## src/rtl/core/assert_macros.svh

```systemverilog
// ----------------------------------------------------------------------------
// assert_macros.svh
// Assertion macros shared by the ticket arbiter RTL; empty under synthesis.
// ----------------------------------------------------------------------------
`ifndef ASSERT_MACROS_SVH
`define ASSERT_MACROS_SVH

`ifndef SYNTHESIS
`define TQA_ASSERT(lbl, clk, rstn, prop) \
    lbl: assert property (@(posedge clk) disable iff (!(rstn)) (prop)) \
        else $error("assertion failed");
`define TQA_ASSERT_NEVER(lbl, clk, rstn, prop) \
    lbl: assert property (@(posedge clk) disable iff (!(rstn)) !(prop)) \
        else $error("forbidden condition seen");
`else
`define TQA_ASSERT(lbl, clk, rstn, prop)
`define TQA_ASSERT_NEVER(lbl, clk, rstn, prop)
`endif

`endif

```

## src/rtl/core/tqa_pkg.sv

```systemverilog
// ----------------------------------------------------------------------------
// tqa_pkg
// Widths, codes and types shared by the two-class ticket queue arbiter.
// ----------------------------------------------------------------------------
package tqa_pkg;

    localparam int TICKET_W        = 16;
    localparam int AGE_W           = 7;
    localparam int BURST_W         = 4;
    localparam int STATUS_W        = 3;
    localparam int CFG_DATA_W      = 7;
    localparam int CFG_IDX_W       = 1;
    localparam int DEF_QUEUE_DEPTH = 16;

    localparam logic [AGE_W-1:0]   RESET_ELDERLY_AGE    = 7'd60;
    localparam logic [BURST_W-1:0] RESET_PRIORITY_BURST = 4'd3;
    localparam logic [BURST_W-1:0] RUN_MAX              = 4'd15;

    localparam logic [CFG_IDX_W-1:0] CFG_ELDERLY_AGE    = 1'b0;
    localparam logic [CFG_IDX_W-1:0] CFG_PRIORITY_BURST = 1'b1;

    localparam logic OP_ISSUE = 1'b0;
    localparam logic OP_CALL  = 1'b1;

    localparam logic CLASS_COMMON   = 1'b0;
    localparam logic CLASS_PRIORITY = 1'b1;

    localparam logic [STATUS_W-1:0] ST_ISSUED       = 3'd0;
    localparam logic [STATUS_W-1:0] ST_PRIORITY     = 3'd1;
    localparam logic [STATUS_W-1:0] ST_BURST_COMMON = 3'd2;
    localparam logic [STATUS_W-1:0] ST_COMMON       = 3'd3;
    localparam logic [STATUS_W-1:0] ST_EMPTY        = 3'd4;
    localparam logic [STATUS_W-1:0] ST_FULL         = 3'd5;

    // classified request handed from front to back
    typedef struct packed {
        logic call;
        logic prio;
    } cmd_t;

endpackage

```

## src/rtl/core/tqa_ram.sv

```systemverilog
// ----------------------------------------------------------------------------
// tqa_ram
// Generic simple dual-port RAM, one write port, one registered read port.
// ----------------------------------------------------------------------------
module tqa_ram #(
    parameter int WIDTH = 16,
    parameter int DEPTH = 16
) (
    input  logic                     aclk,
    input  logic                     wr_en,
    input  logic [$clog2(DEPTH)-1:0] wr_addr,
    input  logic [WIDTH-1:0]         wr_data,
    input  logic                     rd_en,
    input  logic [$clog2(DEPTH)-1:0] rd_addr,
    output logic [WIDTH-1:0]         rd_data
);

    logic [WIDTH-1:0] mem_reg [DEPTH];
    logic [WIDTH-1:0] rd_data_reg;

    always_ff @(posedge aclk) begin
        if (wr_en) begin
            mem_reg[wr_addr] <= wr_data;
        end
        if (rd_en) begin
            rd_data_reg <= mem_reg[rd_addr];
        end
    end

    assign rd_data = rd_data_reg;

endmodule

```

## src/rtl/core/tqa_front.sv

```systemverilog
// ----------------------------------------------------------------------------
// tqa_front
// Accepts request items, classifies them and buffers them in a two-entry
// command queue toward the back end.
// ----------------------------------------------------------------------------
`include "assert_macros.svh"

module tqa_front (
    input  logic                      aclk,
    input  logic                      aresetn,
    input  logic                      s_valid,
    output logic                      s_ready,
    input  logic                      s_op,
    input  logic [tqa_pkg::AGE_W-1:0] s_age,
    input  logic [tqa_pkg::AGE_W-1:0] elderly_age,
    output logic                      cmd_valid,
    input  logic                      cmd_ready,
    output tqa_pkg::cmd_t             cmd
);
    import tqa_pkg::*;

    cmd_t       q_reg [2];
    logic       wr_ptr_reg;
    logic       rd_ptr_reg;
    logic [1:0] cnt_reg;
    logic [1:0] cnt_next;
    logic       push;
    logic       pop;
    cmd_t       new_cmd;

    always_comb begin
        s_ready      = (cnt_reg != 2'd2);
        cmd_valid    = (cnt_reg != 2'd0);
        cmd          = q_reg[rd_ptr_reg];
        push         = s_valid && s_ready;
        pop          = cmd_valid && cmd_ready;
        new_cmd.call = (s_op == OP_CALL);
        new_cmd.prio = (s_age >= elderly_age);
        case ({push, pop})
            2'b10:   cnt_next = cnt_reg + 2'd1;
            2'b01:   cnt_next = cnt_reg - 2'd1;
            default: cnt_next = cnt_reg;
        endcase
    end

    always_ff @(posedge aclk) begin
        if (!aresetn) begin
            wr_ptr_reg <= 1'b0;
            rd_ptr_reg <= 1'b0;
            cnt_reg    <= 2'd0;
        end else begin
            if (push) begin
                q_reg[wr_ptr_reg] <= new_cmd;
                wr_ptr_reg        <= ~wr_ptr_reg;
            end
            if (pop) begin
                rd_ptr_reg <= ~rd_ptr_reg;
            end
            cnt_reg <= cnt_next;
        end
    end

    `TQA_ASSERT_NEVER(a_cnt_range, aclk, aresetn, cnt_reg == 2'd3)
    `TQA_ASSERT(a_ptr_match, aclk, aresetn, (cnt_reg != 2'd1) || (wr_ptr_reg != rd_ptr_reg))
    `TQA_ASSERT(a_even_ptrs, aclk, aresetn, (cnt_reg == 2'd1) || (wr_ptr_reg == rd_ptr_reg))

endmodule

```

## src/rtl/core/tqa_back.sv

```systemverilog
// ----------------------------------------------------------------------------
// tqa_back
// Executes issue and call commands against the two ticket queues and holds
// the result item in an output register.
// ----------------------------------------------------------------------------
`include "assert_macros.svh"

module tqa_back #(
    parameter int QUEUE_DEPTH = tqa_pkg::DEF_QUEUE_DEPTH
) (
    input  logic                         aclk,
    input  logic                         aresetn,
    input  logic                         cmd_valid,
    output logic                         cmd_ready,
    input  tqa_pkg::cmd_t                cmd,
    input  logic [tqa_pkg::BURST_W-1:0]  priority_burst,
    output logic                         m_valid,
    input  logic                         m_ready,
    output logic [tqa_pkg::STATUS_W-1:0] m_status,
    output logic                         m_ticket_class,
    output logic [tqa_pkg::TICKET_W-1:0] m_ticket_number
);
    import tqa_pkg::*;

    localparam int AW    = $clog2(QUEUE_DEPTH);
    localparam int CNT_W = $clog2(QUEUE_DEPTH + 1);

    typedef enum logic {S_IDLE, S_READ} state_t;

    state_t              state_reg;
    logic                out_valid_reg;
    logic [STATUS_W-1:0] out_status_reg;
    logic                out_class_reg;
    logic [TICKET_W-1:0] out_number_reg;
    logic                rd_sel_reg;

    logic [AW-1:0]       p_head_reg, p_tail_reg, c_head_reg, c_tail_reg;
    logic [CNT_W-1:0]    p_count_reg, c_count_reg;
    logic [TICKET_W-1:0] p_num_reg, c_num_reg;
    logic [BURST_W-1:0]  run_reg;

    logic                take;
    logic                p_full, c_full, p_nonempty, c_nonempty;
    logic                issue_full;
    logic [TICKET_W-1:0] issue_number;
    logic                burst_hit, pop_prio, pop_common;
    logic [STATUS_W-1:0] call_status;
    logic                p_wr_en, c_wr_en, p_rd_en, c_rd_en;
    logic [TICKET_W-1:0] p_rd_data, c_rd_data;

    function automatic logic [AW-1:0] next_ptr(input logic [AW-1:0] p);
        return (p == AW'(QUEUE_DEPTH - 1)) ? '0 : p + 1'b1;
    endfunction

    always_comb begin
        cmd_ready    = (state_reg == S_IDLE) && (!out_valid_reg || m_ready);
        take         = cmd_valid && cmd_ready;
        p_full       = (p_count_reg == CNT_W'(QUEUE_DEPTH));
        c_full       = (c_count_reg == CNT_W'(QUEUE_DEPTH));
        p_nonempty   = (p_count_reg != '0);
        c_nonempty   = (c_count_reg != '0);
        issue_full   = cmd.prio ? p_full : c_full;
        issue_number = cmd.prio ? p_num_reg : c_num_reg;
        burst_hit    = (run_reg >= priority_burst) && c_nonempty;
        pop_prio     = cmd.call && !burst_hit && p_nonempty;
        pop_common   = cmd.call && (burst_hit || (!p_nonempty && c_nonempty));
        p_wr_en      = take && !cmd.call && cmd.prio && !p_full;
        c_wr_en      = take && !cmd.call && !cmd.prio && !c_full;
        p_rd_en      = take && pop_prio;
        c_rd_en      = take && pop_common;
        if (burst_hit) begin
            call_status = ST_BURST_COMMON;
        end else if (p_nonempty) begin
            call_status = ST_PRIORITY;
        end else if (c_nonempty) begin
            call_status = ST_COMMON;
        end else begin
            call_status = ST_EMPTY;
        end
    end

    tqa_ram #(.WIDTH(TICKET_W), .DEPTH(QUEUE_DEPTH)) u_prio_ram (
        .aclk    (aclk),
        .wr_en   (p_wr_en),
        .wr_addr (p_tail_reg),
        .wr_data (p_num_reg),
        .rd_en   (p_rd_en),
        .rd_addr (p_head_reg),
        .rd_data (p_rd_data)
    );

    tqa_ram #(.WIDTH(TICKET_W), .DEPTH(QUEUE_DEPTH)) u_common_ram (
        .aclk    (aclk),
        .wr_en   (c_wr_en),
        .wr_addr (c_tail_reg),
        .wr_data (c_num_reg),
        .rd_en   (c_rd_en),
        .rd_addr (c_head_reg),
        .rd_data (c_rd_data)
    );

    always_ff @(posedge aclk) begin
        if (!aresetn) begin
            state_reg     <= S_IDLE;
            out_valid_reg <= 1'b0;
            p_head_reg    <= '0;
            p_tail_reg    <= '0;
            c_head_reg    <= '0;
            c_tail_reg    <= '0;
            p_count_reg   <= '0;
            c_count_reg   <= '0;
            p_num_reg     <= TICKET_W'(1);
            c_num_reg     <= TICKET_W'(1);
            run_reg       <= '0;
        end else begin
            if (out_valid_reg && m_ready) begin
                out_valid_reg <= 1'b0;
            end
            case (state_reg)
                S_IDLE: begin
                    if (take) begin
                        if (!cmd.call) begin
                            out_valid_reg  <= 1'b1;
                            out_status_reg <= issue_full ? ST_FULL : ST_ISSUED;
                            out_class_reg  <= cmd.prio ? CLASS_PRIORITY : CLASS_COMMON;
                            out_number_reg <= issue_full ? '0 : issue_number;
                            if (p_wr_en) begin
                                p_tail_reg  <= next_ptr(p_tail_reg);
                                p_count_reg <= p_count_reg + 1'b1;
                                p_num_reg   <= p_num_reg + 1'b1;
                            end
                            if (c_wr_en) begin
                                c_tail_reg  <= next_ptr(c_tail_reg);
                                c_count_reg <= c_count_reg + 1'b1;
                                c_num_reg   <= c_num_reg + 1'b1;
                            end
                        end else if (pop_prio) begin
                            p_head_reg     <= next_ptr(p_head_reg);
                            p_count_reg    <= p_count_reg - 1'b1;
                            run_reg        <= (run_reg == RUN_MAX) ? run_reg : run_reg + 1'b1;
                            out_status_reg <= call_status;
                            out_class_reg  <= CLASS_PRIORITY;
                            rd_sel_reg     <= CLASS_PRIORITY;
                            state_reg      <= S_READ;
                        end else if (pop_common) begin
                            c_head_reg     <= next_ptr(c_head_reg);
                            c_count_reg    <= c_count_reg - 1'b1;
                            run_reg        <= '0;
                            out_status_reg <= call_status;
                            out_class_reg  <= CLASS_COMMON;
                            rd_sel_reg     <= CLASS_COMMON;
                            state_reg      <= S_READ;
                        end else begin
                            out_valid_reg  <= 1'b1;
                            out_status_reg <= ST_EMPTY;
                            out_class_reg  <= CLASS_COMMON;
                            out_number_reg <= '0;
                        end
                    end
                end
                S_READ: begin
                    out_valid_reg  <= 1'b1;
                    out_number_reg <= (rd_sel_reg == CLASS_PRIORITY) ? p_rd_data : c_rd_data;
                    state_reg      <= S_IDLE;
                end
                default: begin
                    state_reg <= S_IDLE;
                end
            endcase
        end
    end

    assign m_valid         = out_valid_reg;
    assign m_status        = out_status_reg;
    assign m_ticket_class  = out_class_reg;
    assign m_ticket_number = out_number_reg;

    `TQA_ASSERT(a_p_count_max, aclk, aresetn, p_count_reg <= CNT_W'(QUEUE_DEPTH))
    `TQA_ASSERT(a_p_empty_ptrs, aclk, aresetn, (p_count_reg != '0) || (p_head_reg == p_tail_reg))
    `TQA_ASSERT(a_c_empty_ptrs, aclk, aresetn, (c_count_reg != '0) || (c_head_reg == c_tail_reg))
    `TQA_ASSERT(a_read_slot, aclk, aresetn, (state_reg == S_READ) |-> !out_valid_reg)
    `TQA_ASSERT(a_read_done, aclk, aresetn, (state_reg == S_READ) |=> out_valid_reg)

endmodule

```

## src/rtl/core/two_class_ticket_queue_arbiter.sv

```systemverilog
// ----------------------------------------------------------------------------
// two_class_ticket_queue_arbiter
// Two ticket queues, priority and common, with age-based issue and a
// burst-limited call arbiter.
// ----------------------------------------------------------------------------
// Requests enter a front end that classifies them (issue by age against
// elderly_age, or call) and holds up to two of them in a command queue, so
// the input keeps accepting while a result waits on m_ready. The back end
// takes one command at a time: an issue, an empty call or a full-queue issue
// is answered straight from the idle state; a call that serves a ticket
// passes through the read state, since the ticket number comes out of the
// queue RAM through its registered read port. Queue RAM needs no clearing
// after reset; only written entries are ever read. The user must write the
// configuration registers through cfg_wr_en / cfg_index / cfg_wdata only
// while the block is idle; the block itself does not enforce this.
`include "assert_macros.svh"

module two_class_ticket_queue_arbiter #(
    parameter int QUEUE_DEPTH = tqa_pkg::DEF_QUEUE_DEPTH
) (
    input  logic                           aclk,
    input  logic                           aresetn,
    input  logic                           s_valid,
    output logic                           s_ready,
    input  logic                           s_op,
    input  logic [tqa_pkg::AGE_W-1:0]      s_age,
    output logic                           m_valid,
    input  logic                           m_ready,
    output logic [tqa_pkg::STATUS_W-1:0]   m_status,
    output logic                           m_ticket_class,
    output logic [tqa_pkg::TICKET_W-1:0]   m_ticket_number,
    input  logic                           cfg_wr_en,
    input  logic [tqa_pkg::CFG_IDX_W-1:0]  cfg_index,
    input  logic [tqa_pkg::CFG_DATA_W-1:0] cfg_wdata
);
    import tqa_pkg::*;

    logic [AGE_W-1:0]   elderly_age_reg;
    logic [BURST_W-1:0] priority_burst_reg;
    logic               cmd_valid;
    logic               cmd_ready;
    cmd_t               cmd;

    always_ff @(posedge aclk) begin
        if (!aresetn) begin
            elderly_age_reg    <= RESET_ELDERLY_AGE;
            priority_burst_reg <= RESET_PRIORITY_BURST;
        end else if (cfg_wr_en) begin
            case (cfg_index)
                CFG_ELDERLY_AGE:    elderly_age_reg    <= cfg_wdata[AGE_W-1:0];
                CFG_PRIORITY_BURST: priority_burst_reg <= cfg_wdata[BURST_W-1:0];
                default: begin
                end
            endcase
        end
    end

    tqa_front u_front (
        .aclk        (aclk),
        .aresetn     (aresetn),
        .s_valid     (s_valid),
        .s_ready     (s_ready),
        .s_op        (s_op),
        .s_age       (s_age),
        .elderly_age (elderly_age_reg),
        .cmd_valid   (cmd_valid),
        .cmd_ready   (cmd_ready),
        .cmd         (cmd)
    );

    tqa_back #(.QUEUE_DEPTH(QUEUE_DEPTH)) u_back (
        .aclk            (aclk),
        .aresetn         (aresetn),
        .cmd_valid       (cmd_valid),
        .cmd_ready       (cmd_ready),
        .cmd             (cmd),
        .priority_burst  (priority_burst_reg),
        .m_valid         (m_valid),
        .m_ready         (m_ready),
        .m_status        (m_status),
        .m_ticket_class  (m_ticket_class),
        .m_ticket_number (m_ticket_number)
    );

    `TQA_ASSERT(a_out_hold, aclk, aresetn, (m_valid && !m_ready) |=> m_valid)
    `TQA_ASSERT(a_payload_hold, aclk, aresetn, (m_valid && !m_ready) |=> $stable(m_ticket_number))
    `TQA_ASSERT_NEVER(a_status_range, aclk, aresetn, m_valid && (m_status > ST_FULL))

endmodule

```

## config.mk

```make
export PLATFORM = sky130hd
export DESIGN_NAME = two_class_ticket_queue_arbiter
export DESIGN_NICKNAME = d
export VERILOG_FILES = /design/src/rtl/core/tqa_pkg.sv /design/src/rtl/core/tqa_ram.sv /design/src/rtl/core/tqa_front.sv /design/src/rtl/core/tqa_back.sv /design/src/rtl/core/two_class_ticket_queue_arbiter.sv
export VERILOG_INCLUDE_DIRS = /design/src /design/src/rtl/core
export SDC_FILE = /design/constraint.sdc
export NUM_CORES = 1
export LEC_CHECK = 0
export BUFFER_PORTS_ARGS = -buffer_cell sky130_fd_sc_hd__buf_2
export CELL_PAD_IN_SITES_DETAIL_PLACEMENT = 0
export CELL_PAD_IN_SITES_GLOBAL_PLACEMENT = 1
export CORE_ASPECT_RATIO = 1.75
export CORE_MARGIN = 2
export CORE_UTILIZATION = 25
export DETAILED_ROUTE_END_ITERATION = 16
export PLACE_DENSITY_LB_ADDON = 0.1
export SLEW_MARGIN = 20
export SYNTH_ARGS = -nofsm -noshare
export SYNTH_HDL_FRONTEND = slang
export SYNTH_HIERARCHICAL = 1
export SYNTH_SLANG_ARGS = --single-unit
export TNS_END_PERCENT = 50
```

## constraint.sdc

```tcl
create_clock -name aclk -period 4.2 [get_ports aclk]
set_input_delay 0.84 -clock aclk [delete_from_list [all_inputs] [get_ports aclk]]
set_output_delay 0.84 -clock aclk [all_outputs]
set_load 0.02 [all_outputs]
```

Word level (Yosys, flattened, before mapping)
Memories as Yosys holds them, arrays and structs flattened. A register that Yosys moved wholly into a read port is not among the register bits.
Index checks and enable logic that the tools add are counted.
{"block": "classes", "n_eq_ne": 17, "add_sub_neg": 13, "bitwise": 6, "reduce_logical": 44, "order_cmp": 2, "n_mux": 55}
{"operator": "$mux 16", "n": 7}
{"operator": "$mux 5", "n": 7}
{"operator": "$add 16x1->16 const B", "n": 2}
{"operator": "$pmux 16 s2", "n": 1}
{"operator": "$mux 4", "n": 7}
{"operator": "$mux 1", "n": 23}
{"operator": "$mux 3", "n": 7}
{"operator": "$add 4x1->4 const B", "n": 5}
{"operator": "$eq 4x4->1 const B", "n": 5}
{"operator": "$reduce_and 4->1", "n": 5}
{"operator": "$reduce_and 5->1", "n": 4}
{"operator": "$logic_and 1x1->1", "n": 16}
{"operator": "$add 5x1->5 const B", "n": 2}
{"operator": "$eq 5x5->1 const B", "n": 2}
{"operator": "$ne 2x2->1 const B", "n": 5}
{"operator": "$reduce_bool 2->1", "n": 5}
{"operator": "$reduce_bool 5->1", "n": 2}
{"operator": "$sub 5x1->5 const B", "n": 2}
{"operator": "$ge 7x7->1", "n": 1}
{"operator": "$logic_not 1->1", "n": 7}
{"operator": "$ne 3x3->1 const B", "n": 2}
{"operator": "$not 1->1", "n": 6}
{"operator": "$ge 4x4->1", "n": 1}
{"operator": "$pmux 1 s2", "n": 2}
{"operator": "other kinds (9)", "n": 11}
{"block": "totals", "inputBits": 21, "out_inout_bits": 22, "reg_bits": 100, "ramBits": 516, "elab_cells": 160, "n_memories": 3}
{"name": "u_back.u_common_ram.mem_reg", "depth": 16, "word_bits": 16, "read_ports": 1, "rd_ports_with_merged_regs": 1, "write_ports": 1, "line_no": "tqa_ram.sv:18", "source": "logic [WIDTH-1:0] mem_reg [DEPTH];"}
{"name": "u_back.u_prio_ram.mem_reg", "depth": 16, "word_bits": 16, "read_ports": 1, "rd_ports_with_merged_regs": 1, "write_ports": 1, "line_no": "tqa_ram.sv:18"}
{"name": "u_front.q_reg", "depth": 2, "word_bits": 2, "read_ports": 1, "rd_ports_with_merged_regs": 1, "write_ports": 1, "line_no": "tqa_front.sv:22", "source": "cmd_t q_reg [2];"}

Depth between registers and ports, before layout
{"block": "depth", "word_depth": 10, "mapped_depth": 10, "mapped_depth_nobuf": 9}

Hierarchy
The synthesis kept the hierarchy.
{"module": "tqa_ram", "area_per_inst_um2": 10202.3, "instances": 2, "cells_each": 432, "seq_area_each_um2": 8167.8}
{"module": "tqa_back", "area_per_inst_um2": 4520.6, "instances": 1, "cells_each": 479, "seq_area_each_um2": 1911.8}
{"module": "tqa_front", "area_per_inst_um2": 553.0, "instances": 1, "cells_each": 55, "seq_area_each_um2": 220.2}
{"module": "two_class_ticket_queue_arbiter", "area_per_inst_um2": 475.5, "instances": 1, "cells_each": 51, "seq_area_each_um2": 220.2}

Worst setup path after synthesis
Ideal clock, no wire load.
{"block": "synth_timing", "path_type": "register to register", "from": "register with a tool-made name", "to": "memory u_back.u_prio_ram.mem_reg[0][0] (enable)", "arrival_ps": 3302, "required_time_ps": 3791, "setup_slack_ps": 488, "synth_period_minus_slack_ps": 3712, "n_path_buf": 2, "stages_incl_launch_ff": 9, "setup_time_ps": 409, "cell_sequence": "dfxtp_1 > mux2_2 > buf_2 > nor3_4 > nand2_1 > inv_1 > buf_2 > or3b_2 > nor3_1"}
{"item": "end: declaration", "line_no": "tqa_ram.sv:18"}

==> out/metrics.csv <==
stage;metric;value;unit
route;drtPass1Iterations;4;
synth;ys_seq_elements;649;
setup_path;worstSetupStartpointType;flip-flop;
setup_path;end_kind;flip-flop;
cts;cts_tree;yes;
synth;ys.flop_type;edfxtp_1;
setup_path;path_class;flip-flop to flip-flop;
cts;postCtsResizedCells;0;
die;core_area;103000;µm²
synth;synth_area;26000;µm²
route;ant_nets;0;
timing;timing.setup.tns;0;ns
run_status;status;complete, no violations;
min_path;min_path_type;input port to flip-flop;
timing;slew_violations;0;
placed_design;dp_slack;0.933;ns
synth;avgSynthCellArea;17.9;µm²
setup_path;cpLargestDelayFamily;simple AND/OR/NAND/NOR gates;
synth;syn-num-nets;1497;
synth;yosysWarnings;6;
grt;gr-total-overflow;0;
pwr;power_density;519;nW/µm²
timing;setup_viol;0;
pwr;power_leakage;9.27;nW
setup_path;worstPathRequired;4.50;ns
timing;tightest_slew;1.05;ns
route;avgViaCountPerCell;4.44;
timing;skew;0.0183;ns
synth;synth_edf_count;569;
cells_and_area;final_layout_size_suffix_gt1_share;24.6;%
grt;grt_start_max_net_pins;55;
placed_design;portBuffers;42;
grt;first_global_vias;14100;
setup_path;critPathMaxStageDelay;0.55;ns
cts;ctsHoldBuffers;0;
cts;cts_sinks;649;
job;cap_violations;0;
setup_path;cp_max_fo;16;
route;drc;0;
cts;cts_made_buffers;66;
placed_design;hpwl;44200;µm
die;die_w;248;µm
die;start_util;25.2;%
route;drtIter0Drc;613;
cells_and_area;final_nets;1617;
setup_path;crit_buf_inv;2;
timing;hold_viol;0;
cells_and_area;diodes;0;
timing;rsz0062_at_grt;false;
placed_design;gp_congestion;0.693;
grt;grt_first_pass_wirelength;99200;µm
grt;grt_util_all_layers;12.9;%
cts;clockBufferDepth;3;
cts;htreeDepth;3;
setup_path;crit_arrival;3.40;ns
route;wirelength;67200;µm
timing;setup_ws;1.10;ns
synth;ys_seq_area_share;72.0;%
cts;cts.reportedPaths.clkPinSlew;0.06;ns
synth;yosysUniqueCellTypes;63;
timing;fin_crit;3.10;ns
cts;clk_latency;0.63;ns
cells_and_area;area_growth_syn_to_layout;17.5;%
die;std_cell_rows;156;
route;wire_per_inst;22.7;µm
grt;antenna_found_initial;1;
synth;async_flop_share;0;%
cts;post_cts_buffers;0;
timing;fmax;322;MHz
timing;fin_crit_sh;73.9;%
pwr;peakVddDrop;0.000324;V
die;die_area;107000;µm²
setup_path;cpMaxStageDelayCell;or3b_2;
route;via_count;13147;
setup_path;crit_chain;mux2_2 -> nor3_4 -> nand2_1 -> inv_1 -> or3b_2 -> nor3_2 -> buf_4;
synth;synthCells;1449;
cts;root_buffer;clkbuf_16;
die;dieHeight;430;µm
die;ios;43;
timing;relSlewSlack;29.9;%
[stage by stage]
step                area, µm²  hold WS [ns]  util, %  power, mW  std cells
CTS                     30500         0.355     29.6       16.2       2963
global route            30500         0.387     29.6       16.5       2963
global placement        28200         0.448     27.4       9.78       2844
floorplan               26000         0.435        -       9.07       1449
finish                  30500         0.416     29.6       15.8       2963
detailed placement      28200         0.455     27.4       9.79       2844
[per-layer routing]
metal | global-route usage (%) | share of wire [%] | vias to the layer above
li1 | - | - | 6022
met1 | 14.4 | 39 | 6897
met2 | 24.5 | 56 | 157
met3 | 2.05 | 2.8 | 71
met4 | 4.04 | 2.2 | 0
met5 | 0 | 0 | -
[power breakdown]
group | leakage (nW) | switching [mW] | internal (mW)
registers | 5.47 | 0.248 | 7.30
clock network | 1.10 | 2.56 | 3.68
logic | 2.69 | 1.19 | 0.831
total | 9.27 | 4.00 | 11.8
[worst paths after layout]
kind | from | to | slack, ns | cells after the start
setup reg to reg | flip-flop | u_back/u_prio_ram/mem_reg[0][8] | 1.10 | 7
hold / removal | s_op | u_front/q_reg[0][1] | 0.42 | 1
setup / recovery | flip-flop | u_back/u_prio_ram/mem_reg[0][8] | 1.10 | 7
hold reg to reg | priority_burst_reg[3] | priority_burst_reg[3] | 0.46 | 2
[layout by cell type (no fill, tap or decap), types with 18 or more instances in the layout]
cell       instances
edfxtp_1         569
mux4_2           108
nand2_1           95
dfxtp_1           76
clkbuf_16         71
buf_4             70
a22oi_1           64
buf_2             42
o21ai_0           39
nor2_1            39
a21oi_1           34
inv_1             32
mux2i_1           28
ha_1              25
xnor2_1           24
nor2_2            24
mux4_1            20
or3_1             19
nand3_1           18
mux2_2            18
[layout make-up]
class / instances / area (µm²)
clock buffer: 81 / 1840
clock inverter: 38 / 429
fill: 10188 / 72600
inverter: 33 / 124
multi-input combinational: 702 / 6870
sequential: 649 / 18700
tap: 1343 / 1680
timing repair buffer: 117 / 836
[Yosys cell counts (3+ instances only)]
cell	instances	area share (%)
a211oi_1	3	0.087
a21boi_1	3	0.087
a21o_1	6	0.17
a21oi_1	34	0.66
a22oi_1	64	1.9
a31oi_1	5	0.12
and2_1	11	0.27
and3_1	13	0.31
buf_1	8	0.12
buf_2	10	0.19
buf_4	6	0.17
buf_6	12	0.52
clkbuf_1	28	0.40
dfxtp_1	80	6.2
edfxtp_1	569	66
ha_1	25	1.2
inv_1	32	0.46
mux2_2	18	0.78
mux2i_1	28	1.1
mux4_1	20	2.0
mux4_2	108	9.4
nand2_1	95	1.4
nand2b_1	8	0.19
nand2b_4	3	0.16
nand3_1	18	0.35
nand3b_1	8	0.23
nand4_1	12	0.29
nor2_1	63	0.91
nor2b_1	10	0.24
nor3_1	13	0.25
o211ai_1	6	0.17
o21a_1	4	0.12
o21ai_0	39	0.75
or3_1	19	0.46
xnor2_1	24	0.81
xor2_1	11	0.37
[cell families after synthesis]
kind of cell    synth area share (%)
buf+inv                         1.90
mux                             13.3
compound gates                  4.54
xor+xnor                        1.18
flops                           72.0
simple gates                    5.75
fa+ha+maj                       1.36
Note: power is estimated with default switching activity, not from simulation.
